[src/hdl/leso_pkg.sv]
`timescale 1ns / 1ps
`default_nettype none
// ----------------------------------------------------------------------------
// leso_pkg
// Shared types and constants for the linear observer controller.
// ----------------------------------------------------------------------------
package leso_pkg;

    localparam int DW = 32;
    localparam int FB = 16;

    typedef enum logic [4:0] {
        ST_IDLE,
        ST_THR,
        ST_KH,
        ST_FILT,
        ST_WGT,
        ST_BW,
        ST_BWU,
        ST_POS,
        ST_GE,
        ST_LW,
        ST_DLIM,
        ST_CLMP,
        ST_KP,
        ST_DIV,
        ST_DIVW,
        ST_COMP,
        ST_OUT
    } state_t;

    typedef enum logic [3:0] {
        OP_NONE,
        OP_THR,
        OP_KH,
        OP_FILT,
        OP_WGT,
        OP_BW,
        OP_BWU,
        OP_POS,
        OP_GE,
        OP_LW,
        OP_DLIM,
        OP_CLMP,
        OP_KP,
        OP_DIVS,
        OP_COMP
    } op_t;

    typedef struct packed {
        op_t  op;
        logic load;
    } cmd_t;

    typedef struct packed {
        logic div_busy;
    } status_t;

    localparam logic [2:0] REG_STEP = 3'd0;
    localparam logic [2:0] REG_DG   = 3'd1;
    localparam logic [2:0] REG_MG   = 3'd2;
    localparam logic [2:0] REG_DZ   = 3'd3;
    localparam logic [2:0] REG_EL   = 3'd4;
    localparam logic [2:0] REG_KP   = 3'd5;
    localparam logic [2:0] REG_OL   = 3'd6;
    localparam logic [2:0] REG_UOE  = 3'd7;

endpackage
`default_nettype wire

[src/hdl/leso_ctrl.sv]
`timescale 1ns / 1ps
`default_nettype none
// ----------------------------------------------------------------------------
// leso_ctrl
// Sequencer that steps the datapath through one sample.
// ----------------------------------------------------------------------------
module leso_ctrl
    import leso_pkg::*;
(
    input  wire logic    aclk,
    input  wire logic    aresetn,
    input  wire logic    in_valid,
    output logic         in_ready,
    output logic         out_valid,
    input  wire logic    out_ready,
    input  wire status_t stat,
    output cmd_t         cmd
);

    state_t state_reg, state_next;

    always_ff @(posedge aclk) begin
        if (!aresetn) begin
            state_reg <= ST_IDLE;
        end else begin
            state_reg <= state_next;
        end
    end

    always_comb begin
        state_next = state_reg;
        cmd.op     = OP_NONE;
        cmd.load   = 1'b0;
        in_ready   = 1'b0;
        out_valid  = 1'b0;
        unique case (state_reg)
            ST_IDLE: begin
                in_ready = 1'b1;
                cmd.load = in_valid;
                if (in_valid) state_next = ST_THR;
            end
            ST_THR:  begin cmd.op = OP_THR;  state_next = ST_KH;   end
            ST_KH:   begin cmd.op = OP_KH;   state_next = ST_FILT; end
            ST_FILT: begin cmd.op = OP_FILT; state_next = ST_WGT;  end
            ST_WGT:  begin cmd.op = OP_WGT;  state_next = ST_BW;   end
            ST_BW:   begin cmd.op = OP_BW;   state_next = ST_BWU;  end
            ST_BWU:  begin cmd.op = OP_BWU;  state_next = ST_POS;  end
            ST_POS:  begin cmd.op = OP_POS;  state_next = ST_GE;   end
            ST_GE:   begin cmd.op = OP_GE;   state_next = ST_LW;   end
            ST_LW:   begin cmd.op = OP_LW;   state_next = ST_DLIM; end
            ST_DLIM: begin cmd.op = OP_DLIM; state_next = ST_CLMP; end
            ST_CLMP: begin cmd.op = OP_CLMP; state_next = ST_KP;   end
            ST_KP:   begin cmd.op = OP_KP;   state_next = ST_DIV;  end
            ST_DIV:  begin cmd.op = OP_DIVS; state_next = ST_DIVW; end
            ST_DIVW: begin
                if (!stat.div_busy) state_next = ST_COMP;
            end
            ST_COMP: begin cmd.op = OP_COMP; state_next = ST_OUT;  end
            ST_OUT: begin
                out_valid = 1'b1;
                if (out_ready) state_next = ST_IDLE;
            end
            default: state_next = ST_IDLE;
        endcase
    end

    assert property (@(posedge aclk) disable iff (!aresetn)
        (state_reg == ST_OUT && !out_ready) |=> state_reg == ST_OUT)
        else $error("result dropped under stall");
    assert property (@(posedge aclk) disable iff (!aresetn)
        !(in_ready && out_valid))
        else $error("input taken while result pending");
    assert property (@(posedge aclk) disable iff (!aresetn)
        (state_reg == ST_IDLE && in_valid) |=> state_reg == ST_THR)
        else $error("accepted transaction not started");

endmodule
`default_nettype wire

[config.mk]
export PLATFORM = sky130hd
export DESIGN_NAME = leso_ctrl
export DESIGN_NICKNAME = d
export VERILOG_FILES = /design/src/hdl/leso_pkg.sv /design/src/hdl/leso_ctrl.sv
export SDC_FILE = /design/constraint.sdc
export NUM_CORES = 1
export LEC_CHECK = 0
export BUFFER_PORTS_ARGS = -buffer_cell sky130_fd_sc_hd__buf_4
export CAP_MARGIN = 20
export CORE_AREA = 2 2 39 41
export CTS_BUF_LIST = sky130_fd_sc_hd__clkbuf_16
export DETAILED_ROUTE_END_ITERATION = 12
export DIE_AREA = 0 0 41 43
export HOLD_SLACK_MARGIN = 0.12
export PLACE_DENSITY_LB_ADDON = 0.25
export SLEW_MARGIN = 20
export SYNTH_ARGS = -nofsm -noshare
export SYNTH_HDL_FRONTEND = slang
export SYNTH_SLANG_ARGS = --single-unit
[constraint.sdc]
create_clock -name aclk -period 3.9 [get_ports aclk]
set_input_delay 0.39 -clock aclk [delete_from_list [all_inputs] [get_ports aclk]]
set_output_delay 0.39 -clock aclk [all_outputs]
set_load 0.01 [all_outputs]
==> results of run 1 <==
==> final cells by class <==
class	instances	area, um2
sequential	5	100
tap	16	20.0
inverter	1	3.75
timing repair buffer	11	82.6
clock inverter	1	3.75
clock buffer	3	75.1
multi-input combinational	28	170
fill	154	928
==> layout by cell type, fill, tap and decap left out, drive strengths merged <==
| master | instances |
|---|---|
| a2111oi | 1 |
| a21oi | 2 |
| a32o | 1 |
| and2 | 1 |
| and3 | 2 |
| buf | 11 |
| clkbuf | 3 |
| dfxtp | 5 |
| inv | 2 |
| nand2 | 5 |
| nand3 | 2 |
| nor2 | 5 |
| nor2b | 3 |
| nor3 | 1 |
| o21a | 1 |
| or4 | 1 |
| xnor2 | 1 |
| xor2 | 2 |
==> worst min path at each step <==
stage              endpoint  slack [ps]  cells past startpoint
5_1_grt        state_reg[0]         390                      2
2_1_floorplan  state_reg[0]         510                      1
3_3_place_gp   state_reg[3]         580                      2
4_1_cts        state_reg[0]         380                      2
6_report       state_reg[0]         380                      2
3_5_place_dp   state_reg[3]         600                      2
==> stage by stage <==
step | power, mW | hold WS [ps] | cell area, um2 | setup slack [ps] | util (%)
floorplan | 0.0938 | 507 | 295 | 2210 | -
global placement | 0.108 | 583 | 377 | 2220 | 27.2
detailed placement | 0.109 | 601 | 377 | 2200 | 27.2
CTS | 0.274 | 382 | 455 | 1960 | 32.9
global route | 0.282 | 395 | 455 | 1900 | 32.9
finish | 0.271 | 379 | 455 | 1970 | 32.9
==> power groups by stage <==
stage               Sequential [mW]  Clock [mW]  Combinational (mW)
floorplan                    0.0574           0              0.0365
global placement             0.0655           0              0.0429
detailed placement           0.0660           0              0.0426
CTS                          0.0653       0.166              0.0428
global route                 0.0663       0.168              0.0470
finish                       0.0652       0.163              0.0422
==> cells by family after synthesis <==
kind of cell	Yosys count	share of synthesized area, %
xor gates and xnor gates	3	8.90
buffers and inverters	4	8.47
AOI/OAI and AO/OA	5	12.7
DFF	5	33.9
and+or+nand+nor	20	36.0
==> routing by layer <==
layer | GRT usage [%] | routed length, um
met5 | 0 | 0
met3 | 3.14 | 22
met4 | 10.0 | 0
met1 | 8.36 | 277
met2 | 12.2 | 336
==> reports/metrics.yaml, run 1 <==
die_w_um: 41
sequentialPowerShare_pct: 24.1
grt_start_max_net_pins: 10
yosysWarnings: 0
cts_setup_buffers: 0
layout.nets: 55
r2r-start: "state_reg[1]"
crit_arrival_ps: 1540
outcome: "finished clean"
cp.depth: 4
r2r_end: "state_reg[0]"
cts_buffers: 3
hold_path.class: "input pin to flop"
cts_sinks: 5
maxSlewViolCount: 0
syn-num-nets: 42
worst_pin_slew_ps: 345
viasPerCell: 4.29
cp_slowest_cell: "or4_4"
cts_resized: 0
drive_gt1_share_pct: 36.7
antenna_found_initial: 0
vias: 279
startpoint: "state_reg[1]"
yosys.area.top_type: "dfxtp_1"
rsz0062_at_grt: "no"
cp.required_ps: 3510
ir_worst_vdd_v: 0.000174
wire_per_inst_um: 9.78
comb_power_share_pct: 15.6
grt_pass1_vias: 265
slowest_delay_ps: 590
synth_ff_type: "dfxtp_1"
crit_end: "cmd[0]"
drt_iter0_drc: 0
crit_buf_inv: 1
drv_cap: 0
globalRoute.totalOverflow: 0
fp.dieH_um: 43
start_util_pct: 21.3
fin_cells: 65
synth_common_cells: "dfxtp_1 (5), nand2_1 (5), nor2_1 (3), nor2b_1 (3)"
die_area_mm2: 0.00176
min_period_over_period_pct: 49.5
p_int_mw: 0.213
postCtsHoldBufs: 0
hold_viol_final: 0
gp_congestion: 0.580
cp_max_fo: 9
synth_top_area_share_pct: 33.9
synth_area_leaders: "dfxtp_1 (34%), nand2_1 (6.4%), nor2b_1 (6.4%), xor2_1 (5.9%), and3_1 (4.2%)"
rows: 14
cp_top_family: "simple AND/OR/NAND/NOR gates"
clkSlewWorstSetupHoldPaths_ps: 30
avgSynthCellArea_um2: 7.98
ctsHtreeMaxLevel: 1
synth_edf_count: 0
setup_viol: 0
end_kind: "output pin"
reg2regPathDepth: 3
drtPass1Iterations: 1
ios: 12
clock_latency_ps: 220
portBuffers: 11
hpwl_um: 495
dp.cells: 61
switching_share_pct: 21.4
synth.distinct_cells: 19
clock-root-buffer: "clkbuf_16"
largest_register_ff_count: 5
holdCritStartpoint: "stat"
cts_buffer_depth: 2
rrSetupSlack_ps: 2530
yosysSeqAreaShare_pct: 33.9
wirelength_um: 636
slew_headroom_pct: 76.4
p_leak_nw: 0.210
synth_cells: 37
grt_pass1_wl_um: 959
route.detailed.drc: 0
critPathLaunchType: "flop"
worstSetupPathType: "flop to output pin"
path_cells: "or4_4, nor2_2, and2_1, buf_4"
core_mm2: 0.00138
cellPowerDensity_mw_per_mm2: 594
setup_tns_ps: 0
fmax_mhz: 518
cts_tree: "yes"
syn2layout_area_growth_pct: 54.2
min_period_ps: 1930
netSwitchingPower_mw: 0.0580
antenna_cells: 0
synth_area_um2: 295
async_flop_share_pct: 0
drtAntennaViolNets: 0
grt_use_total_pct: 8.63
finalClockSkew_ps: 0.529
p_clk_share_pct: 60.3
ys_ff_latch: 5
No activity file was read; power rests on OpenSTA's default activity.
==> run 2, diff against run 1 <==
==> constraint.sdc (replaced) <==
create_clock -name aclk -period 1.85 [get_ports aclk]
set_input_delay 0.185 -clock aclk [delete_from_list [all_inputs] [get_ports aclk]]
set_output_delay 0.185 -clock aclk [all_outputs]
set_load 0.01 [all_outputs]
==> reports/metrics.yaml, run 2 (synthesis results as in run 1) <==
p_leak_nw: 0.210
wire_per_inst_um: 10.1
viasPerCell: 4.51
portBuffers: 11
layout_common_cells: "buf_4 (11), nand2_1 (5), dfxtp_1 (5)"
grt_use_total_pct: 9.06
vias: 293
worstSetupPathType: "flop to output pin"
antenna_found_initial: 0
slew_headroom_pct: 77.5
grt_start_max_net_pins: 10
clock_latency_ps: 230
cts_buffer_depth: 2
setup_viol: 0
setup_tns_ps: 0
hold_path.class: "input pin to flop"
ctsHtreeMaxLevel: 1
outcome: "finished clean"
drv_cap: 0
hpwl_um: 466
drt_iter0_drc: 1
drtAntennaViolNets: 0
timing.hold.ws_ps: 169
ir_worst_vdd_v: 0.000330
min_period_ps: 1750
rows: 14
die_w_um: 41
fp.dieH_um: 43
die_area_mm2: 0.00176
core_mm2: 0.00138
critPathLaunchType: "flop"
nFillCells: 155
cts_tree: "yes"
finalClockSkew_ps: 2.07
layout.nets: 55
drtPass1Iterations: 3
cellPowerDensity_mw_per_mm2: 1270
largest_register_ff_count: 5
grt_pass1_vias: 286
syn2layout_area_growth_pct: 54.2
grt_pass1_wl_mm: 1.05
postCtsHoldBufs: 0
drive_gt1_share_pct: 36.7
cts_resized: 0
wirelength_um: 655
layout_commonest_cell: "buf_4"
hold_viol_final: 0
globalRoute.totalOverflow: 0
ff_latch_area_um2: 100
start_util_pct: 21.3
final_util_pct: 32.9
fin_cells: 65
clock-root-buffer: "clkbuf_16"
dp.cells: 61
cts_setup_buffers: 0
maxSlewViolCount: 0
cp_max_fo: 9
ios: 12
crit_arrival_ps: 1560
clkSlewWorstSetupHoldPaths_ps: 30
cp.required_ps: 1660
worst_pin_slew_ps: 330
gp_congestion: 0.582
antenna_cells: 0
min_period_over_period_pct: 94.4
cts_buffers: 3
cts_sinks: 5
multi_input_area_um2: 170
rsz0062_at_grt: "no"
end_kind: "output pin"
route.detailed.drc: 0
fmax_mhz: 573
[run 2: layout make-up]
class                   count  area share [%]
clock buffers               3            16.5
flip-flops and latches      5            22.0
well taps                  16            4.40
repair buffers             11            18.1
multi-input cells          28            37.4
clock inverters             1           0.824
inverters                   1           0.824
[run 2: power by group]
part | switching, mW | leakage [nW] | internal [mW]
logic | 0.0375 | 0.127 | 0.0515
clock network | 0.0695 | 0.0423 | 0.280
registers | 0.0207 | 0.0408 | 0.117
[run 2: metrics by stage]
step                power, mW  area, um2  worst slack (ps)
finish                  0.577        455               104
CTS                     0.580        455               104
detailed placement      0.229        377               347
global placement        0.229        377               369
global route            0.604        455              35.5
floorplan               0.198        295               369
[run 2: layer usage]
layer | track usage (%) | wire length, um
met1 | 8.77 | 268
met2 | 14.1 | 339
met3 | 3.14 | 32
met4 | 8.00 | 14
met5 | 0 | 0
[run 2: worst paths after layout]
path	to	cells after the start	start	slack, ps
worst max-delay path	cmd[0]	4	state_reg[1]	100
worst min-delay path	state_reg[0]	2	stat	170
worst max register to register	state_reg[0]	3	state_reg[1]	500
worst min register to register	state_reg[3]	2	state_reg[3]	590
[run 2: worst max-delay path, cell delays in order, from the launching register on]
cell	delay [ps]
dfxtp_1	390
or4_4	590
nor2_2	110
and2_1	130
buf_4	110
